===== config.mk =====
export PLATFORM = sky130hd
export DESIGN_NAME = chord_template_best_fit
export DESIGN_NICKNAME = d
export VERILOG_FILES = /design/src/hw/rtl/ctbf_pkg.sv /design/src/hw/rtl/ctbf_ram.sv /design/src/hw/rtl/ctbf_match.sv /design/src/hw/rtl/chord_template_best_fit.sv
export SDC_FILE = /design/constraint.sdc
export NUM_CORES = 2
export LEC_CHECK = 0
export ABC_AREA = 1
export BUFFER_PORTS_ARGS = -buffer_cell sky130_fd_sc_hd__buf_2
export CORE_ASPECT_RATIO = 0.6
export CORE_MARGIN = 2
export CORE_UTILIZATION = 25
export DETAILED_ROUTE_END_ITERATION = 6
export GPL_TIMING_DRIVEN = 0
export PLACE_DENSITY = 0.5
export SETUP_SLACK_MARGIN = 0.5
export SLEW_MARGIN = 10
export SYNTH_ARGS = -nofsm -noshare
export SYNTH_HDL_FRONTEND = slang
export SYNTH_SLANG_ARGS = --single-unit

===== constraint.sdc =====
create_clock -name clk -period 20 [get_ports clk]
set_clock_uncertainty 0.15 [all_clocks]
set_input_delay 0 -clock clk [delete_from_list [all_inputs] [get_ports clk]]
set_output_delay 0 -clock clk [all_outputs]
set_load 0.1 [all_outputs]

===== src/hw/rtl/ctbf_pkg.sv =====
`timescale 1ns / 1ps
// ----------------------------------------------------------------------------
// ctbf_pkg
// Types, constants and small helper functions shared by the chord template
// best-fit matcher.
// ----------------------------------------------------------------------------
package ctbf_pkg;

  localparam int CLASS_COUNT = 12;

  typedef logic [CLASS_COUNT-1:0] class_mask_t;

  // Command codes carried in the input word.
  localparam logic CMD_LOAD  = 1'b0;
  localparam logic CMD_QUERY = 1'b1;

  // Input word: one load or one query.
  typedef struct packed {
    logic        command;
    logic [5:0]  entry_index;
    class_mask_t entry_mask;
    logic [4:0]  entry_tones;
    logic        entry_is_scale;
    class_mask_t sounding_mask;
    logic [3:0]  query_root;
  } in_word_t;

  // Result word: one per query.
  typedef struct packed {
    logic        fit_found;
    logic [5:0]  fit_entry;
    logic [3:0]  fit_root;
    class_mask_t fit_missing_mask;
    class_mask_t fit_extra_mask;
    logic        fit_exact;
    logic        exact_found;
    logic [5:0]  exact_entry;
    logic        scale_found;
    logic [5:0]  scale_entry;
  } out_word_t;

  // One stored template.
  typedef struct packed {
    class_mask_t mask;
    logic [4:0]  tones;
    logic        scale_flag;
  } tmpl_t;

  // Status handed from the match unit to the top level.
  typedef struct packed {
    logic        fit_found;
    logic [3:0]  fit_root;
    class_mask_t fit_missing;
    class_mask_t fit_extra;
    logic        fit_exact;
    logic        exact_found;
    logic        scale_found;
  } match_status_t;

  // Rotate a class mask left by root places within twelve bits.
  function automatic class_mask_t rotate_classes(input class_mask_t m,
                                                 input logic [3:0] r);
    logic [2*CLASS_COUNT-1:0] dbl;
    dbl = {m, m} << r;
    return dbl[2*CLASS_COUNT-1:CLASS_COUNT];
  endfunction

  // Count the set bits of a class mask.
  function automatic logic [3:0] count_classes(input class_mask_t m);
    logic [3:0] n;
    n = 4'd0;
    for (int i = 0; i < CLASS_COUNT; i++) n = n + 4'(m[i]);
    return n;
  endfunction

endpackage


===== src/hw/rtl/ctbf_ram.sv =====
`timescale 1ns / 1ps
// ----------------------------------------------------------------------------
// ctbf_ram
// Generic simple dual-port RAM with one write port and a registered read port.
// ----------------------------------------------------------------------------
module ctbf_ram #(
  parameter int WIDTH = 18,
  parameter int DEPTH = 64
) (
  input  logic                     clk,
  input  logic                     we,
  input  logic [$clog2(DEPTH > 1 ? DEPTH : 2)-1:0] waddr,
  input  logic [WIDTH-1:0]         wdata,
  input  logic                     re,
  input  logic [$clog2(DEPTH > 1 ? DEPTH : 2)-1:0] raddr,
  output logic [WIDTH-1:0]         rdata
);

  logic [WIDTH-1:0] mem [DEPTH];

  // Write port and registered read port.
  always_ff @(posedge clk) begin
    if (we) mem[waddr] <= wdata;
    if (re) rdata <= mem[raddr];
  end

endmodule


===== src/hw/rtl/ctbf_match.sv =====
`timescale 1ns / 1ps
// ----------------------------------------------------------------------------
// ctbf_match
// Scores one template per cycle against the sounding set at all twelve roots,
// picks the best root, and merges it into the running best fit, exact match
// and covering scale.
// ----------------------------------------------------------------------------
module ctbf_match import ctbf_pkg::*; #(
  parameter int AW = 6
) (
  input  logic          clk,
  input  logic          rst,
  input  logic          start,
  input  class_mask_t   sounding_in,
  input  logic [3:0]    root_in,
  input  logic          rd_valid,
  input  logic [AW-1:0] rd_entry,
  input  tmpl_t         rd_data,
  output logic          busy,
  output match_status_t status,
  output logic [AW-1:0] fit_entry,
  output logic [AW-1:0] exact_entry,
  output logic [AW-1:0] scale_entry
);

  // Query context.
  class_mask_t snd;
  logic [3:0]  qroot;
  logic        multi;
  logic [3:0]  rank [CLASS_COUNT];
  logic [3:0]  rank_next [CLASS_COUNT];

  // Search order of each root: bass first, sounding next, others last.
  always_comb begin
    class_mask_t t, u, low;
    logic [3:0]  nt;
    t  = sounding_in & ~(class_mask_t'(1) << root_in);
    u  = ~sounding_in & ~(class_mask_t'(1) << root_in);
    nt = count_classes(t);
    for (int r = 0; r < CLASS_COUNT; r++) begin
      low = (class_mask_t'(1) << r) - class_mask_t'(1);
      if (4'(r) == root_in) begin
        rank_next[r] = 4'd0;
      end else if (sounding_in[r]) begin
        rank_next[r] = 4'd1 + count_classes(t & low);
      end else begin
        rank_next[r] = 4'd1 + nt + count_classes(u & low);
      end
    end
  end

  always_ff @(posedge clk) begin
    if (start) begin
      snd   <= sounding_in;
      qroot <= root_in;
      multi <= count_classes(sounding_in) >= 4'd2;
      for (int r = 0; r < CLASS_COUNT; r++) rank[r] <= rank_next[r];
    end
  end

  // Stage one: per-root scores {missing, extra, rank, root}.
  logic [15:0] key_c [CLASS_COUNT];
  class_mask_t cmq;
  always_comb begin
    class_mask_t cm;
    for (int r = 0; r < CLASS_COUNT; r++) begin
      cm = rotate_classes(rd_data.mask, 4'(r));
      key_c[r] = {count_classes(cm & ~snd), count_classes(snd & ~cm), rank[r], 4'(r)};
    end
    cmq = rotate_classes(rd_data.mask, qroot);
  end

  logic          v2;
  logic [AW-1:0] e2;
  logic [15:0]   key2 [CLASS_COUNT];
  logic          elig2, exact2, scale2;
  logic [4:0]    tones2;
  class_mask_t   mask2;

  always_ff @(posedge clk) begin
    if (rst) begin
      v2 <= 1'b0;
    end else begin
      v2 <= rd_valid;
    end
    e2     <= rd_entry;
    key2   <= key_c;
    elig2  <= !rd_data.scale_flag && rd_data.tones >= 5'd2;
    exact2 <= !rd_data.scale_flag && rd_data.tones >= 5'd2 && multi && cmq == snd;
    scale2 <= rd_data.scale_flag && (snd & ~cmq) == '0;
    tones2 <= rd_data.tones;
    mask2  <= rd_data.mask;
  end

  // Stage two: minimum over the twelve roots, then merge.
  logic [15:0] l1 [6];
  logic [15:0] l2 [3];
  logic [15:0] l3, kmin;
  always_comb begin
    for (int i = 0; i < 6; i++) l1[i] = key2[2*i] < key2[2*i+1] ? key2[2*i] : key2[2*i+1];
    for (int i = 0; i < 3; i++) l2[i] = l1[2*i] < l1[2*i+1] ? l1[2*i] : l1[2*i+1];
    l3   = l2[0] < l2[1] ? l2[0] : l2[1];
    kmin = l3 < l2[2] ? l3 : l2[2];
  end

  logic        fit_found, exact_found, scale_found;
  logic [11:0] best_key;
  logic [3:0]  best_root;
  class_mask_t best_mask;
  logic [4:0]  best_tones;

  always_ff @(posedge clk) begin
    if (rst) begin
      fit_found   <= 1'b0;
      exact_found <= 1'b0;
      scale_found <= 1'b0;
    end else if (start) begin
      fit_found   <= 1'b0;
      exact_found <= 1'b0;
      scale_found <= 1'b0;
      fit_entry   <= '0;
      exact_entry <= '0;
      scale_entry <= '0;
      best_root   <= '0;
      best_mask   <= '0;
    end else if (v2) begin
      if (elig2 && (!fit_found || kmin[15:4] < best_key)) begin
        fit_found <= 1'b1;
        best_key  <= kmin[15:4];
        best_root <= kmin[3:0];
        best_mask <= mask2;
        fit_entry <= e2;
      end
      if (exact2 && !exact_found) begin
        exact_found <= 1'b1;
        exact_entry <= e2;
      end
      if (scale2 && (!scale_found || tones2 < best_tones)) begin
        scale_found <= 1'b1;
        best_tones  <= tones2;
        scale_entry <= e2;
      end
    end
  end

  // Result masks of the best fit.
  class_mask_t fit_cm;
  assign fit_cm = rotate_classes(best_mask, best_root);
  assign busy   = v2;

  always_comb begin
    status.fit_found   = fit_found;
    status.fit_root    = best_root;
    status.fit_missing = fit_found ? (fit_cm & ~snd) : '0;
    status.fit_extra   = fit_found ? (snd & ~fit_cm) : '0;
    status.fit_exact   = fit_found && fit_cm == snd;
    status.exact_found = exact_found;
    status.scale_found = scale_found;
  end

endmodule


===== src/hw/rtl/chord_template_best_fit.sv =====
`timescale 1ns / 1ps
// ----------------------------------------------------------------------------
// chord_template_best_fit
// Chord and scale template matcher: loads templates, answers queries.
// ----------------------------------------------------------------------------
// A load word is written to the template RAM in the cycle it is accepted. A
// query reads the searched slots from the template RAM one per cycle through
// the single RAM read port and scores every slot at all twelve roots in
// parallel; the searched slots are the first table_entries slots, capped at
// MAX_ENTRIES, or none for an empty sounding mask. The result waits in an
// output register, and the next word is taken once the query has finished.
module chord_template_best_fit import ctbf_pkg::*; #(
  parameter int MAX_ENTRIES = 64
) (
  input  logic      clk,
  input  logic      rst,
  input  logic      in_valid,
  output logic      in_stall,
  input  in_word_t  in_word,
  output logic      out_valid,
  input  logic      out_stall,
  output out_word_t out_word,
  input  logic      cfg_valid,
  output logic      cfg_ready,
  input  logic [6:0] cfg_data
);

  localparam int AW = MAX_ENTRIES > 1 ? $clog2(MAX_ENTRIES) : 1;
  localparam int CW = $clog2(MAX_ENTRIES + 1);

  typedef enum logic [3:0] {
    S_IDLE  = 4'b0001,
    S_SCAN  = 4'b0010,
    S_DRAIN = 4'b0100,
    S_DONE  = 4'b1000
  } state_t;

  state_t state, state_next;

  // Configuration register.
  logic [6:0] table_entries;
  assign cfg_ready = 1'b1;
  always_ff @(posedge clk) begin
    if (rst) begin
      table_entries <= 7'd0;
    end else if (cfg_valid && cfg_ready) begin
      table_entries <= cfg_data;
    end
  end

  logic accept, is_query, is_load;
  assign in_stall = state != S_IDLE;
  assign accept   = in_valid && !in_stall;
  assign is_query = accept && in_word.command == CMD_QUERY;
  assign is_load  = accept && in_word.command == CMD_LOAD
                    && int'(in_word.entry_index) < MAX_ENTRIES;

  // Scan limit, taken at query start.
  logic [CW-1:0] limit, cnt;
  logic [3:0]    root_fold;
  assign root_fold = in_word.query_root >= 4'(CLASS_COUNT)
                     ? in_word.query_root - 4'(CLASS_COUNT) : in_word.query_root;

  logic issue;
  assign issue = state == S_SCAN && cnt < limit;

  // Template RAM.
  tmpl_t wdata, rdata;
  assign wdata = '{mask: in_word.entry_mask, tones: in_word.entry_tones,
                   scale_flag: in_word.entry_is_scale};

  ctbf_ram #(.WIDTH($bits(tmpl_t)), .DEPTH(MAX_ENTRIES)) u_ram (
    .clk   (clk),
    .we    (is_load),
    .waddr (AW'(in_word.entry_index)),
    .wdata (wdata),
    .re    (issue),
    .raddr (cnt[AW-1:0]),
    .rdata (rdata)
  );

  // Read-data valid flag and slot number, aligned with the RAM output.
  logic          v1;
  logic [AW-1:0] e1;
  always_ff @(posedge clk) begin
    if (rst) begin
      v1 <= 1'b0;
    end else begin
      v1 <= issue;
    end
    e1 <= cnt[AW-1:0];
  end

  logic          busy;
  match_status_t status;
  logic [AW-1:0] fit_entry, exact_entry, scale_entry;

  ctbf_match #(.AW(AW)) u_match (
    .clk         (clk),
    .rst         (rst),
    .start       (is_query),
    .sounding_in (in_word.sounding_mask),
    .root_in     (root_fold),
    .rd_valid    (v1),
    .rd_entry    (e1),
    .rd_data     (rdata),
    .busy        (busy),
    .status      (status),
    .fit_entry   (fit_entry),
    .exact_entry (exact_entry),
    .scale_entry (scale_entry)
  );

  logic out_free;
  assign out_free = !out_valid || !out_stall;

  // Sequencer.
  always_comb begin
    state_next = state;
    unique case (state)
      S_IDLE:  if (is_query) state_next = S_SCAN;
      S_SCAN:  if (cnt >= limit) state_next = S_DRAIN;
      S_DRAIN: if (!v1 && !busy) state_next = S_DONE;
      S_DONE:  if (out_free) state_next = S_IDLE;
      default: state_next = S_IDLE;
    endcase
  end

  always_ff @(posedge clk) begin
    if (rst) begin
      state <= S_IDLE;
      cnt   <= '0;
      limit <= '0;
    end else begin
      state <= state_next;
      if (is_query) begin
        cnt <= '0;
        if (in_word.sounding_mask == '0) begin
          limit <= '0;
        end else if (int'(table_entries) > MAX_ENTRIES) begin
          limit <= CW'(MAX_ENTRIES);
        end else begin
          limit <= CW'(table_entries);
        end
      end else if (issue) begin
        cnt <= cnt + CW'(1);
      end
    end
  end

  // Output register.
  always_ff @(posedge clk) begin
    if (rst) begin
      out_valid <= 1'b0;
    end else if (state == S_DONE && out_free) begin
      out_valid <= 1'b1;
    end else if (out_valid && !out_stall) begin
      out_valid <= 1'b0;
    end
  end

  always_ff @(posedge clk) begin
    if (state == S_DONE && out_free) begin
      out_word.fit_found        <= status.fit_found;
      out_word.fit_entry        <= 6'(fit_entry);
      out_word.fit_root         <= status.fit_root;
      out_word.fit_missing_mask <= status.fit_missing;
      out_word.fit_extra_mask   <= status.fit_extra;
      out_word.fit_exact        <= status.fit_exact;
      out_word.exact_found      <= status.exact_found;
      out_word.exact_entry      <= 6'(exact_entry);
      out_word.scale_found      <= status.scale_found;
      out_word.scale_entry      <= 6'(scale_entry);
    end
  end

  // The scan never runs past its limit.
  a_cnt_bound: assert property (@(posedge clk) disable iff (rst)
    state == S_SCAN |-> cnt <= limit)
    else $error("scan counter passed its limit");

  // No RAM data is in flight while idle.
  a_idle_quiet: assert property (@(posedge clk) disable iff (rst)
    state == S_IDLE |-> !v1 && !busy)
    else $error("read data in flight while idle");

  // An exact fit is always a found fit.
  a_exact_found: assert property (@(posedge clk) disable iff (rst)
    out_valid |-> !out_word.fit_exact || out_word.fit_found)
    else $error("exact fit without a fit");

  // A result is loaded only when the register is free.
  a_out_load: assert property (@(posedge clk) disable iff (rst)
    state == S_DONE && out_valid && out_stall |=> state == S_DONE)
    else $error("result left while output was stalled");

endmodule


==> results.txt <==
----------------------------------------------------
[Outcome]
  Run status ... finished, final reports clean

[Floorplan]
  Die area ... roughly 0.29 mm^2
  Die X ... 699 um
  Die Y ... approximately 420 um
  Core Footprint ... around 0.29 mm^2
  Effective utilization at floorplan ... 0.251
  Cell Rows ... approximately 150
  I/O Pins ... ~110

[GRT]
  GRT overflow ... 0
  Number of global-route vias before repair ... between 50000 and 60000
  First-pass GRT wire length ... roughly 410 mm
  Antenna violations before repair ... 19
  Total track usage ... 0.193
  Largest net degree at the start of global routing ... 65

[Hold path]
  Worst Hold Launch ... in_word[22]
  Min-delay worst type ... in2reg

[Place]
  Gp weighted congestion ... 0.944
  Pre-CTS setup slack ... between 7 and 8 ns
  Sum of net half-perimeters after detailed placement ... around 220 mm
  Port Buffer Count ... around 100
  Instance count after placement with tap cells included ... roughly 10000

[Routing]
  Post-detailed-route wirelength per cell ... 26.9 um
  # DRC ... 0
  Initial drt markers ... between 8000 and 9000
  Via count ... 55100
  Routed wire length ... between 200 and 300 mm
  Count of antenna-violating nets left after detailed routing ... 0
  DRT Pass-1 Iters ... 6
  Number of vias per cell after detailed routing ... 5.06

[CTS]
  Total clock sinks ... between 1500 and 2000
  CTS resizes ... 0
  Clock latency at the later pin of the worst-skew pair ... around 0.94 ns
  Clock tree from TritonCTS ... built
  Clock-pin transition on the worst setup and hold timing paths ... 0.07 ns
  Post-CTS setup repair buffer count ... 0
  Number of H-tree branching levels ... 4
  Cts-stage hold buffer count ... between 90 and 100
  Root buffer selected by CTS ... sky130_fd_sc_hd__clkbuf_16
  Total CTS buffers ... around 170
  CTS max path bufs ... 4

[Synthesis]
  Unique masters post-synth ... 56
  Share of flip-flops with an asynchronous set or reset after synthesis ... 0
  Most common flop cell mapped by yosys ... sky130_fd_sc_hd__edfxtp_1
  Post-synthesis instance area ... approximately 0.073 mm^2
  Sequential fraction of the synthesis area ... 0.610
  Flip-flop and latch count after synthesis ... about 1500
  Net Count, Synth ... 7043
  Syn. warnings ... 0
  Post-Synthesis Mean Instance Area ... ~11 um^2
  Count of mapped cells out of synthesis ... ~6400
  Number of enable-type register cells in the synthesized netlist ... about 1300

[Cells and area]
  Fraction of layout cells with a size suffix above 1 ... 0.0746
  Nets ... between 7000 and 8000
  Area Growth Syn to Fin ... 18.9%
  Count of non-filler cells in the finished layout ... roughly 11000

[STA]
  Max-Slew Margin vs Limit ... 0.0304
  Setup violations, final ... 0
  RSZ-0062 raised after global routing ... no
  Final period demand of the worst path ... roughly 13 ns
  Pins over their slew limit ... 0
  Smallest setup slack after layout ... 7.21 ns
  Final Hold Viols ... 0
  Max Clk Rate ... 78.2 MHz
  Post-route fraction of the period consumed by the critical path ... 0.639
  Actual transition at the worst max-transition pin ... 1.45 ns
  Sum Neg Setup Slack ... 0 ns

[Worst setup path]
  RR Startpoint ... u_match.key2[175]
  Origin of the worst setup path ... u_match.key2[175]
  Worst path max stage delay ... about 0.82 ns
  Critical path's top delay family ... compound AO/OA/AOI/OAI gates
  Sort of element at the end of the critical path ... flip-flop
  CP required ... 20.28 ns
  Worst setup SP type ... flip-flop
  Cell mode on critical path ... sky130_fd_sc_hd__nand2_1
  Critical path arrival ... between 10 and 15 ns
  Buf/Inv on CP ... 12
  Critical setup path kind ... reg2reg
  Worst-path cell with the longest stage delay ... sky130_fd_sc_hd__nor2_1
  Crit Path Max Fanout ... 12

[Power]
  Peak supply drop ... between 0.2 and 0.25 mV
  Pleak ... between 30 and 40 nW
  Overall power consumption ... ~11 mW
  Total power density per cell area ... about 130 mW/mm^2

[Job]
  Number of maximum-capacitance violations ... 0

----------------------------------------------------
worst reg2reg max path, delay by kind of cell, from the launching register on:
family | cells | cell delay (ns)
AO/OA/AOI/OAI | 15 | 4.27
adder cells (fa/ha/maj) | 5 | 1.74
buffers and inverters | 12 | 3.00
flip-flops | 1 | 0.33
AND/OR/NAND/NOR | 19 | 2.87
per-layer routing:
layer	up-vias	wire length, um	global-route usage
met4	6	7370	0.0481
met2	3487	108000	0.244
met1	27600	135000	0.299
met3	407	42900	0.0754
met5	-	84	0
li1	23500	-	-
flip-flops by register name, summed over array words and instances (netlist names), 12 cells and up:
register	count
u_ram.mem	1152
u_match.key2	144
out_word	50
u_match.rank	48
u_ram.rdata	18
u_match.best_key	12
u_match.best_mask	12
u_match.mask2	12
u_match.snd	12
stage by stage:
| stage | utilization | area (um^2) | hold slack, ns |
|---|---|---|---|
| floorplan | - | 72600 | -0.0511 |
| global placement | 0.269 | 77900 | 0.0822 |
| detailed placement | 0.277 | 80100 | 0.0812 |
| CTS | 0.298 | 86200 | 0.0104 |
| global route | 0.298 | 86200 | 0.0112 |
| finish | 0.298 | 86200 | 0.0280 |
final timing paths:
check,end,slack [ns],depth (start not counted)
min reg2reg,u_match.e2[5],0.18,0
min,u_ram.mem[16][6],0.03,3
max reg2reg,u_match.best_key[5],7.21,51
max,u_match.best_key[5],7.21,51
report_power, final:
group | total, mW | switching (mW) | internal, mW
logic | 4.49 | 3.10 | 1.40
registers | 3.82 | 0.0654 | 3.75
clock network | 3.03 | 1.34 | 1.69
total | 11.3 | 4.51 | 6.84
Yosys cell counts (all sizes together), types with 2 or more instances:
cell type,n,area share
a2111oi,4,0.00048
a211oi,7,0.00072
a21boi,4,0.00041
a21oi,168,0.012
a221o,10,0.0014
a221oi,2,0.00024
a31o,2,0.00024
a31oi,32,0.0028
a32o,2,0.00028
and3,3,0.00033
buf,15,0.00085
clkbuf,321,0.017
clkinv,5,0.00026
dfxtp,207,0.057
edfxtp,1336,0.55
fa,191,0.053
ha,355,0.061
inv,546,0.028
mux2i,10,0.0014
nand2,841,0.044
nand3,186,0.013
nand3b,2,0.00021
nand4,41,0.0035
nor2,868,0.045
nor3,10,0.00069
nor4,6,0.00052
o211ai,34,0.0035
o21a,2,0.00021
o21ai,831,0.057
o21bai,4,0.00041
o221ai,120,0.014
o22ai,177,0.015
o311a,3,0.00041
o31ai,3,0.00031
o32ai,3,0.00036
or2,18,0.0017
or4,2,0.00021
xnor2,16,0.0019
xor2,51,0.0069
cells by family (layout without fill, tap and decap cells):
family | after synthesis | after routing | synth area share
and+or+nand+nor | 1980 | 1980 | 0.109
DFF | 1543 | 1543 | 0.610
AOI/OAI and AO/OA | 1410 | 1410 | 0.111
buffers and inverters | 887 | 1452 | 0.0460
adders and majority gates | 546 | 546 | 0.114
xor gates and xnor gates | 67 | 67 | 0.00886
muxes | 10 | 10 | 0.00138
other | 1 | 12 | 0.0000517
placed cells by master, fill, tap and decap left out, drive strengths merged, types with 5 or more instances in the layout:
master	instances
or2	18
fa	191
o22ai	177
a211oi	7
nor3	10
mux2i	10
inv	558
a31oi	32
dfxtp	207
clkbuf	530
bufinv	10
o221ai	120
xnor2	16
clkinv	60
nand3	186
a221o	10
clkinvlp	5
diode	11
o21ai	831
xor2	51
ha	355
o211ai	34
a21oi	168
edfxtp	1336
nor2	868
buf	192
nand4	41
nor4	6
nand2	841
dlygate4sd3	97
cell type report:
| type | count | area (um^2) |
|---|---|---|
| fillers | 29300 | 203000 |
| clock inverters | 82 | 731 |
| plain buffers | 336 | 1280 |
| repair buffers | 274 | 3180 |
| clock buffers | 209 | 4390 |
| multi-input cells | 4014 | 25500 |
| flip-flops and latches | 1543 | 44300 |
| well taps | 3875 | 4850 |
| inverters | 551 | 2070 |
| diodes | 11 | 27.5 |
Note: power is estimated with default switching activity, not from simulation.
